<file path="src/smf_pkg.sv">
// Shared constants and types of the SPI master with byte FIFOs.
`timescale 1ns / 1ps
package smf_pkg;

   localparam int FIFO_DEPTH = 64;
   localparam int ADDR_W     = $clog2(FIFO_DEPTH);
   localparam int LEVEL_W    = $clog2(FIFO_DEPTH + 1);
   localparam int CTL_W      = 19;
   localparam int CLK_W      = 13;
   localparam int COUNT_W    = 24;
   localparam int DIV_W      = 16;

   // Item kinds carried in tuser
   localparam logic [1:0] MODE_TICK  = 2'd0;
   localparam logic [1:0] MODE_READ  = 2'd1;
   localparam logic [1:0] MODE_WRITE = 2'd2;

   // Register byte offsets
   localparam logic [5:0] REG_RX_DATA  = 6'h00;
   localparam logic [5:0] REG_TX_DATA  = 6'h04;
   localparam logic [5:0] REG_CONTROL  = 6'h08;
   localparam logic [5:0] REG_IRQ_EN   = 6'h0c;
   localparam logic [5:0] REG_IRQ_STAT = 6'h10;
   localparam logic [5:0] REG_CLOCK    = 6'h1c;
   localparam logic [5:0] REG_BURST    = 6'h20;
   localparam logic [5:0] REG_TRANSMIT = 6'h24;
   localparam logic [5:0] REG_FIFO_STAT = 6'h28;

   // Control, IRQ status and clock register bit positions
   localparam int CTL_CPHA      = 2;
   localparam int CTL_CPOL      = 3;
   localparam int CTL_CS_LOW    = 4;
   localparam int CTL_LSB       = 6;
   localparam int CTL_TF_RST    = 8;
   localparam int CTL_RF_RST    = 9;
   localparam int CTL_XCH       = 10;
   localparam int CTL_CS_LO     = 12;
   localparam int CTL_DHB       = 15;
   localparam int CTL_CS_MANUAL = 16;
   localparam int CTL_CS_LEVEL  = 17;
   localparam int STA_TC        = 16;
   localparam int CLK_DRS       = 12;

   typedef struct packed {
      logic       busy;
      logic       cpol;
      logic       cpha;
      logic       lsb;
      logic       cs_low;
      logic       cs_manual;
      logic       cs_level;
      logic [1:0] cs_sel;
      logic       phase;
      logic [2:0] bit_idx;
      logic [7:0] shift;
   } smf_line_state_type;

   typedef struct packed {
      logic       sclk;
      logic       mosi;
      logic [3:0] cs;
   } smf_pins_type;

endpackage

</file>
<file path="src/smf_ram.sv">
// Generic single-write, single-read RAM with registered read data.
`timescale 1ns / 1ps
module smf_ram #(
   parameter int WIDTH = 8,
   parameter int DEPTH = 64
) (
   input  logic                     clock,
   input  logic                     wr_en,
   input  logic [$clog2(DEPTH)-1:0] wr_addr,
   input  logic [WIDTH-1:0]         wr_data,
   input  logic                     rd_en,
   input  logic [$clog2(DEPTH)-1:0] rd_addr,
   output logic [WIDTH-1:0]         rd_data
);

   logic [WIDTH-1:0] mem_ff [DEPTH];
   logic [WIDTH-1:0] rd_data_ff;

   always_ff @(posedge clock) begin
      if (wr_en) begin
         mem_ff[wr_addr] <= wr_data;
      end
      // hold the last read while no read is issued
      if (rd_en) begin
         rd_data_ff <= mem_ff[rd_addr];
      end
   end

   assign rd_data = rd_data_ff;

endmodule

</file>
<file path="src/smf_pins.sv">
// Serial line drivers: SCLK, MOSI and chip selects from the engine state.
`timescale 1ns / 1ps
module smf_pins (
   input  smf_pkg::smf_line_state_type line_state,
   output smf_pkg::smf_pins_type        pins
);

   logic [2:0] bitnum;
   logic       active;

   always_comb begin
      pins.sclk = line_state.cpol ^ (line_state.busy & line_state.phase);
      bitnum = line_state.bit_idx;
      if (line_state.cpha && !line_state.phase && bitnum != 3'd0) begin
         bitnum = bitnum - 3'd1;
      end
      if (!line_state.busy) begin
         pins.mosi = 1'b0;
      end else if (line_state.lsb) begin
         pins.mosi = line_state.shift[bitnum];
      end else begin
         pins.mosi = line_state.shift[3'd7 - bitnum];
      end
      pins.cs = line_state.cs_low ? 4'hf : 4'h0;
      if (line_state.cs_manual) begin
         active = line_state.cs_level;
      end else begin
         active = line_state.busy ? ~line_state.cs_low : line_state.cs_low;
      end
      pins.cs[line_state.cs_sel] = active;
   end

endmodule

</file>
<file path="src/spi_master_fifo_controller_unit.sv">
// Top level of the SPI master with TX and RX byte FIFOs held in RAM.
//
//  channel | dir | payload
//  req     | in  | tuser: mode; tdata: address, write_data, miso
//  rsp     | out | tdata: read_data, sclk, mosi, chip_selects, irq, busy_res
//
// One beat is accepted per cycle while req_tready is high; its result beat is held
// in the response register, which also carries the FIFO RAM read data.
// req_tready is low only while a result beat waits and rsp_tready is low.
// Synchronous reset clears all control state; FIFO RAM contents are left
// undefined and are never read before written.
`timescale 1ns / 1ps
module spi_master_fifo_controller_unit (
   input  logic        clock,
   input  logic        reset,
   input  logic        req_tvalid,
   output logic        req_tready,
   input  logic [1:0]  req_tuser,  // mode[1:0]
   input  logic [39:0] req_tdata,  // address[5:0], write_data[37:6], miso[38], zero
   output logic        rsp_tvalid,
   input  logic        rsp_tready,
   output logic [39:0] rsp_tdata   // read_data[31:0], sclk[32], mosi[33],
                                   // chip_selects[37:34], irq[38], busy_res[39]
);

   localparam int DEPTH = smf_pkg::FIFO_DEPTH;
   localparam int AW    = smf_pkg::ADDR_W;
   localparam int LW    = smf_pkg::LEVEL_W;

   logic [smf_pkg::CTL_W-1:0]   control_ff, control_in;
   logic [31:0]                 irq_enable_ff, irq_enable_in;
   logic                        tc_ff, tc_in;
   logic [smf_pkg::CLK_W-1:0]   clock_ctl_ff, clock_ctl_in;
   logic [smf_pkg::COUNT_W-1:0] burst_ff, burst_in;
   logic [smf_pkg::COUNT_W-1:0] transmit_ff, transmit_in;
   logic [smf_pkg::COUNT_W-1:0] done_ff, done_in;
   logic                        shift_ram_ff, shift_ram_in;
   logic [3:0]                  bit_ff, bit_in;
   logic [smf_pkg::DIV_W-1:0]   div_ff, div_in;
   logic                        phase_ff, phase_in;
   logic [7:0]                  gather_ff, gather_in;
   logic [LW-1:0]               tx_level_ff, tx_level_in, rx_level_ff, rx_level_in;
   logic [AW-1:0]               tx_head_ff, tx_head_in, rx_head_ff, rx_head_in;
   logic                        out_valid_ff, out_valid_in;
   logic [31:0]                 rdata_ff, rdata_in;
   logic                        rdata_ram_ff, rdata_ram_in;

   logic          tx_wr_en, tx_rd_en, rx_wr_en, rx_rd_en;
   logic [AW-1:0] tx_wr_addr, rx_wr_addr;
   logic [7:0]    tx_wr_data, tx_q, rx_q, rx_wr_data;

   logic [1:0]  mode;
   logic [5:0]  address;
   logic [31:0] wdata;
   logic        miso;
   logic        accept;

   smf_pkg::smf_line_state_type line_state;
   smf_pkg::smf_pins_type       pins;

   assign mode    = req_tuser;
   assign address = req_tdata[5:0];
   assign wdata   = req_tdata[37:6];
   assign miso    = req_tdata[38];

   assign req_tready = !out_valid_ff || rsp_tready;
   assign accept     = req_tvalid && req_tready;

   function automatic logic [AW-1:0] wrap_add(input logic [AW-1:0] head,
                                              input logic [LW-1:0] level);
      logic [LW:0] sum;
      sum = {{(LW+1-AW){1'b0}}, head} + {1'b0, level};
      if (sum >= (LW+1)'(DEPTH)) begin
         sum = sum - (LW+1)'(DEPTH);
      end
      return sum[AW-1:0];
   endfunction

   function automatic logic [AW-1:0] wrap_inc(input logic [AW-1:0] head);
      logic [AW-1:0] r;
      if ({1'b0, head} == (AW+1)'(DEPTH - 1)) begin
         r = '0;
      end else begin
         r = head + AW'(1);
      end
      return r;
   endfunction

   always_comb begin
      logic [smf_pkg::CTL_W-1:0]   v;
      logic [smf_pkg::DIV_W:0]     half;
      logic [smf_pkg::DIV_W:0]     div_next;
      logic                        do_next;
      logic                        edge_sample;
      logic [smf_pkg::COUNT_W-1:0] next_done;

      control_in    = control_ff;
      irq_enable_in = irq_enable_ff;
      tc_in         = tc_ff;
      clock_ctl_in  = clock_ctl_ff;
      burst_in      = burst_ff;
      transmit_in   = transmit_ff;
      done_in       = done_ff;
      shift_ram_in  = shift_ram_ff;
      bit_in        = bit_ff;
      div_in        = div_ff;
      phase_in      = phase_ff;
      gather_in     = gather_ff;
      tx_level_in   = tx_level_ff;
      tx_head_in    = tx_head_ff;
      rx_level_in   = rx_level_ff;
      rx_head_in    = rx_head_ff;
      out_valid_in  = out_valid_ff && !rsp_tready;
      rdata_in      = rdata_ff;
      rdata_ram_in  = rdata_ram_ff;
      tx_wr_en      = 1'b0;
      tx_wr_addr    = wrap_add(tx_head_ff, tx_level_ff);
      tx_wr_data    = wdata[7:0];
      tx_rd_en      = 1'b0;
      rx_wr_en      = 1'b0;
      rx_wr_addr    = wrap_add(rx_head_ff, rx_level_ff);
      rx_wr_data    = '0;
      rx_rd_en      = 1'b0;
      v             = wdata[smf_pkg::CTL_W-1:0];
      half          = '0;
      div_next      = '0;
      do_next       = 1'b0;
      edge_sample   = 1'b0;
      next_done     = done_ff;

      if (accept) begin
         out_valid_in = 1'b1;
         rdata_in     = '0;
         rdata_ram_in = 1'b0;
         case (mode)
            smf_pkg::MODE_TICK: begin
               if (control_ff[smf_pkg::CTL_XCH]) begin
                  if (clock_ctl_ff[smf_pkg::CLK_DRS]) begin
                     half = (smf_pkg::DIV_W+1)'(clock_ctl_ff[7:0]) + 1'b1;
                  end else begin
                     half = (smf_pkg::DIV_W+1)'(1) << clock_ctl_ff[11:8];
                  end
                  div_next = {1'b0, div_ff} + 1'b1;
                  div_in   = div_next[smf_pkg::DIV_W-1:0];
                  if (div_next >= half) begin
                     div_in = '0;
                     if (!phase_ff) begin
                        phase_in    = 1'b1;
                        edge_sample = !control_ff[smf_pkg::CTL_CPHA];
                     end else begin
                        phase_in    = 1'b0;
                        edge_sample = control_ff[smf_pkg::CTL_CPHA];
                     end
                     if (edge_sample) begin
                        gather_in = control_ff[smf_pkg::CTL_LSB] ?
                                    {miso, gather_ff[7:1]} : {gather_ff[6:0], miso};
                     end
                     if (phase_ff) begin
                        bit_in = bit_ff + 4'd1;
                        if (bit_ff == 4'd7) begin
                           // byte complete: keep it unless dropped in the TX phase or the RX FIFO is full
                           if (!(control_ff[smf_pkg::CTL_DHB] && done_ff < transmit_ff)
                               && rx_level_ff < LW'(DEPTH)) begin
                              rx_wr_en    = 1'b1;
                              rx_wr_data  = gather_in;
                              rx_level_in = rx_level_ff + 1'b1;
                           end
                           next_done = done_ff + 1'b1;
                           done_in   = next_done;
                           do_next   = 1'b1;
                        end
                     end
                  end
               end
            end
            smf_pkg::MODE_READ: begin
               unique case (address)
                  smf_pkg::REG_RX_DATA: begin
                     if (rx_level_ff != '0) begin
                        rx_rd_en     = 1'b1;
                        rdata_ram_in = 1'b1;
                        rx_head_in   = wrap_inc(rx_head_ff);
                        rx_level_in  = rx_level_ff - 1'b1;
                     end
                  end
                  smf_pkg::REG_CONTROL:  rdata_in = 32'(control_ff);
                  smf_pkg::REG_IRQ_EN:   rdata_in = irq_enable_ff;
                  smf_pkg::REG_IRQ_STAT: rdata_in = 32'(tc_ff) << smf_pkg::STA_TC;
                  smf_pkg::REG_CLOCK:    rdata_in = 32'(clock_ctl_ff);
                  smf_pkg::REG_BURST:    rdata_in = 32'(burst_ff);
                  smf_pkg::REG_TRANSMIT: rdata_in = 32'(transmit_ff);
                  smf_pkg::REG_FIFO_STAT: begin
                     rdata_in = {9'd0, 7'(tx_level_ff), 9'd0, 7'(rx_level_ff)};
                  end
                  default: rdata_in = '0;
               endcase
            end
            smf_pkg::MODE_WRITE: begin
               unique case (address)
                  smf_pkg::REG_TX_DATA: begin
                     if (tx_level_ff < LW'(DEPTH)) begin
                        tx_wr_en    = 1'b1;
                        tx_level_in = tx_level_ff + 1'b1;
                     end
                  end
                  smf_pkg::REG_CONTROL: begin
                     if (v[smf_pkg::CTL_TF_RST]) begin
                        tx_level_in = '0;
                        tx_head_in  = '0;
                     end
                     if (v[smf_pkg::CTL_RF_RST]) begin
                        rx_level_in = '0;
                        rx_head_in  = '0;
                     end
                     v[smf_pkg::CTL_TF_RST] = 1'b0;
                     v[smf_pkg::CTL_RF_RST] = 1'b0;
                     if (control_ff[smf_pkg::CTL_XCH]) begin
                        v[smf_pkg::CTL_XCH] = 1'b1;
                     end else if (v[smf_pkg::CTL_XCH]) begin
                        next_done = '0;
                        done_in   = '0;
                        do_next   = 1'b1;
                     end
                     control_in = v;
                  end
                  smf_pkg::REG_IRQ_EN:   irq_enable_in = wdata;
                  smf_pkg::REG_IRQ_STAT: tc_in = tc_ff & ~wdata[smf_pkg::STA_TC];
                  smf_pkg::REG_CLOCK:    clock_ctl_in = wdata[smf_pkg::CLK_W-1:0];
                  smf_pkg::REG_BURST:    burst_in = wdata[smf_pkg::COUNT_W-1:0];
                  smf_pkg::REG_TRANSMIT: transmit_in = wdata[smf_pkg::COUNT_W-1:0];
                  default: ;
               endcase
            end
            default: ;
         endcase

         // load the next byte or close the burst
         if (do_next) begin
            bit_in       = '0;
            phase_in     = 1'b0;
            div_in       = '0;
            gather_in    = '0;
            shift_ram_in = 1'b0;
            if (next_done >= burst_in) begin
               control_in[smf_pkg::CTL_XCH] = 1'b0;
               tc_in = 1'b1;
            end else if (next_done < transmit_in && tx_level_in != '0) begin
               tx_rd_en     = 1'b1;
               shift_ram_in = 1'b1;
               tx_head_in   = wrap_inc(tx_head_in);
               tx_level_in  = tx_level_in - 1'b1;
            end
         end
      end
   end

   always_ff @(posedge clock) begin
      if (reset) begin
         control_ff    <= '0;
         irq_enable_ff <= '0;
         tc_ff         <= 1'b0;
         clock_ctl_ff  <= '0;
         burst_ff      <= '0;
         transmit_ff   <= '0;
         done_ff       <= '0;
         shift_ram_ff  <= 1'b0;
         bit_ff        <= '0;
         div_ff        <= '0;
         phase_ff      <= 1'b0;
         gather_ff     <= '0;
         tx_level_ff   <= '0;
         tx_head_ff    <= '0;
         rx_level_ff   <= '0;
         rx_head_ff    <= '0;
         out_valid_ff  <= 1'b0;
         rdata_ram_ff  <= 1'b0;
      end else begin
         control_ff    <= control_in;
         irq_enable_ff <= irq_enable_in;
         tc_ff         <= tc_in;
         clock_ctl_ff  <= clock_ctl_in;
         burst_ff      <= burst_in;
         transmit_ff   <= transmit_in;
         done_ff       <= done_in;
         shift_ram_ff  <= shift_ram_in;
         bit_ff        <= bit_in;
         div_ff        <= div_in;
         phase_ff      <= phase_in;
         gather_ff     <= gather_in;
         tx_level_ff   <= tx_level_in;
         tx_head_ff    <= tx_head_in;
         rx_level_ff   <= rx_level_in;
         rx_head_ff    <= rx_head_in;
         out_valid_ff  <= out_valid_in;
         rdata_ram_ff  <= rdata_ram_in;
      end
      rdata_ff <= rdata_in;
   end

   smf_ram #(.WIDTH(8), .DEPTH(DEPTH)) u_tx_ram (
      .clock   (clock),
      .wr_en   (tx_wr_en),
      .wr_addr (tx_wr_addr),
      .wr_data (tx_wr_data),
      .rd_en   (tx_rd_en),
      .rd_addr (tx_head_ff),
      .rd_data (tx_q)
   );

   smf_ram #(.WIDTH(8), .DEPTH(DEPTH)) u_rx_ram (
      .clock   (clock),
      .wr_en   (rx_wr_en),
      .wr_addr (rx_wr_addr),
      .wr_data (rx_wr_data),
      .rd_en   (rx_rd_en),
      .rd_addr (rx_head_ff),
      .rd_data (rx_q)
   );

   // the engine state only moves on an accepted beat, so the pins always
   // describe the state after the beat now held in the response register
   always_comb begin
      line_state.busy      = control_ff[smf_pkg::CTL_XCH];
      line_state.cpol      = control_ff[smf_pkg::CTL_CPOL];
      line_state.cpha      = control_ff[smf_pkg::CTL_CPHA];
      line_state.lsb       = control_ff[smf_pkg::CTL_LSB];
      line_state.cs_low    = control_ff[smf_pkg::CTL_CS_LOW];
      line_state.cs_manual = control_ff[smf_pkg::CTL_CS_MANUAL];
      line_state.cs_level  = control_ff[smf_pkg::CTL_CS_LEVEL];
      line_state.cs_sel    = control_ff[smf_pkg::CTL_CS_LO+1:smf_pkg::CTL_CS_LO];
      line_state.phase     = phase_ff;
      line_state.bit_idx   = bit_ff[2:0];
      line_state.shift     = shift_ram_ff ? tx_q : 8'd0;
   end

   smf_pins u_pins (
      .line_state (line_state),
      .pins       (pins)
   );

   assign rsp_tvalid = out_valid_ff;
   assign rsp_tdata  = {control_ff[smf_pkg::CTL_XCH],
                        tc_ff & irq_enable_ff[smf_pkg::STA_TC],
                        pins.cs, pins.mosi, pins.sclk,
                        rdata_ram_ff ? {24'd0, rx_q} : rdata_ff};

endmodule

</file>
<file path="config.mk">
export PLATFORM = sky130hd
export DESIGN_NAME = spi_master_fifo_controller_unit
export DESIGN_NICKNAME = d
export VERILOG_FILES = /design/src/smf_pkg.sv /design/src/smf_ram.sv /design/src/smf_pins.sv /design/src/spi_master_fifo_controller_unit.sv
export SDC_FILE = /design/constraint.sdc
export NUM_CORES = 2
export LEC_CHECK = 0
export BUFFER_PORTS_ARGS = -buffer_cell sky130_fd_sc_hd__clkbuf_2
export CORE_ASPECT_RATIO = 0.7
export CORE_MARGIN = 5
export CORE_UTILIZATION = 55
export CTS_CLUSTER_SIZE = 8
export DETAILED_ROUTE_END_ITERATION = 7
export PLACE_DENSITY = 0.71
export SETUP_SLACK_MARGIN = 0.3
export SYNTH_ARGS = -nofsm -noshare
export SYNTH_HDL_FRONTEND = slang
export SYNTH_SLANG_ARGS = --single-unit
</file>
<file path="constraint.sdc">
create_clock -name clock -period 10 [get_ports clock]
set_input_delay 2 -clock clock [delete_from_list [all_inputs] [get_ports clock]]
set_output_delay 2 -clock clock [all_outputs]
set_load 0.02 [all_outputs]
</file>
==> results.json <==
{
  "place.gp.congestion": 0.931,
  "finalNetCount": 3719,
  "p_total_mw": 11.4,
  "startpoint_type": "flip-flop",
  "fin_tns_setup_ns": 0,
  "r2r_setup_slack_ns": 2.18,
  "avgSynthCellArea_um2": 15.9,
  "grt_pass1_vias": 32300,
  "r2r-end": "u_tx_ram.rd_data[6]",
  "core_area_um2": 98400,
  "worstMarginPinSlew_ns": 1.30,
  "start_util": 0.556,
  "dpl.cell_count": 4702,
  "dr_wl_met3_um": 15000,
  "fp.dieH_um": 274,
  "ir_drop_mv": 0.136,
  "finClkSkew_ns": 0.0497,
  "crit_fanout": 10,
  "drt-met1-wl_um": 56800,
  "startpoint": "div_ff[2]",
  "cts_hold_buf": 0,
  "numCtsBuffers": 176,
  "cts_tree": "yes",
  "synth_top_flop_cell": "edfxtp_1",
  "post_dp_cell_area_um2": 56500,
  "period_minus_slack_ns": 7.82,
  "grt_antenna_before_repair": 5,
  "status": "completed",
  "area.growth.synth_to_final_pct": 12.2,
  "top_layer_used": "met5",
  "cap_viol_max_count": 0,
  "holdCritPathClass": "flip-flop to flip-flop",
  "timing.slew.headroom": 0.135,
  "drv_slew": 0,
  "io_buffers": 86,
  "power.density_nw_per_um2": 185,
  "dieArea_um2": 106000,
  "first_iter_violations": 4197,
  "synthDistinctLibCells": 88,
  "synth_area_um2": 54700,
  "p_leak_nw": 18.4,
  "arrival_ns": 8.19,
  "drc": 0,
  "routedWlPerCell_um": 27.8,
  "ios": 88,
  "root_buffer": "clkbuf_16",
  "setup_violations": 0,
  "stdcell_count": 4940,
  "dieWidth_um": 387,
  "timing.critical_path.to_type": "flip-flop",
  "wl_met2_um": 61700,
  "grt_max_degree": 110,
  "via_per_inst": 6.59,
  "clk_pin_slew_ns": 0.05,
  "vias": 32600,
  "r2r_cells": 22,
  "ant_nets": 0,
  "cts.sinks": 1265,
  "final_cell_area_um2": 61400,
  "drive_above_1_share": 0.200,
  "required_ns": 10.38,
  "htreeDepth": 4,
  "num_rows": 96,
  "clkLatencyLatePin_ns": 0.77,
  "cts-resized-gates": 0,
  "timing.critical_path.to": "u_tx_ram.rd_data[6]",
  "synth-edff-count": 1072,
  "grt_usage": 0.259,
  "r2r_start": "div_ff[2]",
  "path_class": "flip-flop to flip-flop",
  "async_reset_ff_frac": 0,
  "syn_inst": 3447,
  "post-cts-setup-buffer-count": 0,
  "overflow": 0,
  "synth_nets": 3609,
  "wl_um": 137000,
  "max_freq_mhz": 128,
  "grt_pass1_wl_um": 206000,
  "grt_setup_unrepaired": "no",
  "ys_ff_latch": 1265,
  "first_pass_iters": 8,
  "finalCritPeriodShare": 0.782,
  "ys_seq_area_frac": 0.659,
  "ctsLongestPathBuffers": 3,
  "hpwl_um": 85300,
  "hold_violations": 0,
  "ys_warn_count": 0
}
-- registers in the layout, summed over array words and instances (netlist names), 13 cells and up, named ones only --
register / flops
burst_ff: 24
clock_ctl_ff: 13
control_ff: 17
div_ff: 16
done_ff: 23
irq_enable_ff: 32
rdata_ff: 32
transmit_ff: 24
u_rx_ram.mem_ff: 512
u_tx_ram.mem_ff: 512
-- logic make-up after synthesis --
logic type,share of synthesized area
DFF,0.659
and+or+nand+nor,0.0739
AOI/OAI and AO/OA,0.0544
muxes,0.157
buffers and inverters,0.0176
adders and majority gates,0.0269
xor gates and xnor gates,0.0106
-- where the power goes --
group          total, mW  leakage (nW)  switching, mW  internal, mW
logic              0.301          5.92          0.209        0.0911
clock network       5.34          2.34           2.15          3.19
registers           5.73          10.1         0.0251          5.71
total               11.4          18.4           2.38          8.99
-- cells in the final DEF, fill, tap and decap left out, types with 30 or more instances in the layout --
master / instances
nor2b_1: 38
buf_4: 46
o21ai_0: 65
nor2_1: 292
clkbuf_1: 47
mux2i_1: 80
nand3_1: 54
clkbuf_2: 85
a21oi_1: 164
nand2_1: 258
dfxtp_1: 187
and3_1: 30
clkbuf_16: 177
inv_1: 44
edfxtp_1: 1072
nor3_1: 32
a211oi_1: 55
ha_1: 113
nand4_1: 39
mux4_2: 333
xnor2_1: 38
-- layer usage --
metal / GRT usage / vias up
li1: - / 13800
met1: 0.385 / 16600
met2: 0.386 / 1911
met3: 0.0586 / 253
met4: 0.0828 / 2
met5: 0 / -
-- final cells by class --
type                            count  area [µm²]
Clock inverter                     12         254
Tap cell                         1323        1660
Inverter                           45         171
Clock buffer                      224        4610
Multi-Input combinational cell   1935       17800
Timing Repair Buffer              134         822
Antenna cell                        2        5.00
Sequential cell                  1265       36100
Fill cell                        6784       37000
-- cell usage after synthesis (all sizes together), types with 30 or more instances --
master,n,share of area
a211oi,64,0.0090
a21oi,165,0.015
and3,30,0.0034
buf,49,0.0040
clkbuf,153,0.011
dfxtp,193,0.071
edfxtp,1072,0.59
ha,113,0.026
inv,44,0.0030
mux2i,80,0.015
mux4,333,0.14
nand2,259,0.018
nand3,54,0.0049
nand4,40,0.0047
nor2,294,0.020
nor2b,38,0.0043
nor3,33,0.0030
o21ai,66,0.0060
xnor2,38,0.0061
-- critical path, cell delays in order, from the launching register on --
cell	delay (ns)
dfxtp_1	0.43
nand3_1	0.17
or2_2	0.36
nor2_1	0.30
nand2_1	0.16
nor3_1	0.21
xor2_1	0.11
ha_1	0.29
nand3_1	0.12
or4_1	0.54
o32a_1	0.51
a211oi_4	0.60
nand3_1	0.33
o21a_1	0.27
mux2_2	0.30
ha_1	0.31
a21o_1	0.17
a21o_1	0.18
a211oi_1	0.27
o21bai_1	0.14
a21oi_1	0.34
o2111ai_1	0.24
nor3b_1	1.08
-- through the flow --
stage          setup slack, ns  utilization  hold slack (ns)
2_1_floorplan             2.93            -            0.432
3_3_place_gp              2.32        0.574            0.440
3_5_place_dp              2.09        0.574            0.448
4_1_cts                   2.22        0.624            0.454
5_1_grt                   1.83        0.624            0.473
6_report                  2.18        0.624            0.455
-- how the worst min path moves through the flow --
stage / from / end / slack (ns) / cells past startpoint
2_1_floorplan: irq_enable_ff[24] / irq_enable_ff[24] / 0.43 / 2
4_1_cts: control_ff[7] / control_ff[7] / 0.45 / 2
3_5_place_dp: irq_enable_ff[28] / irq_enable_ff[28] / 0.45 / 2
5_1_grt: irq_enable_ff[3] / irq_enable_ff[3] / 0.47 / 2
6_report: irq_enable_ff[1] / irq_enable_ff[1] / 0.46 / 2
3_3_place_gp: irq_enable_ff[27] / irq_enable_ff[27] / 0.44 / 2
Note: power is estimated with default switching activity, not from simulation.
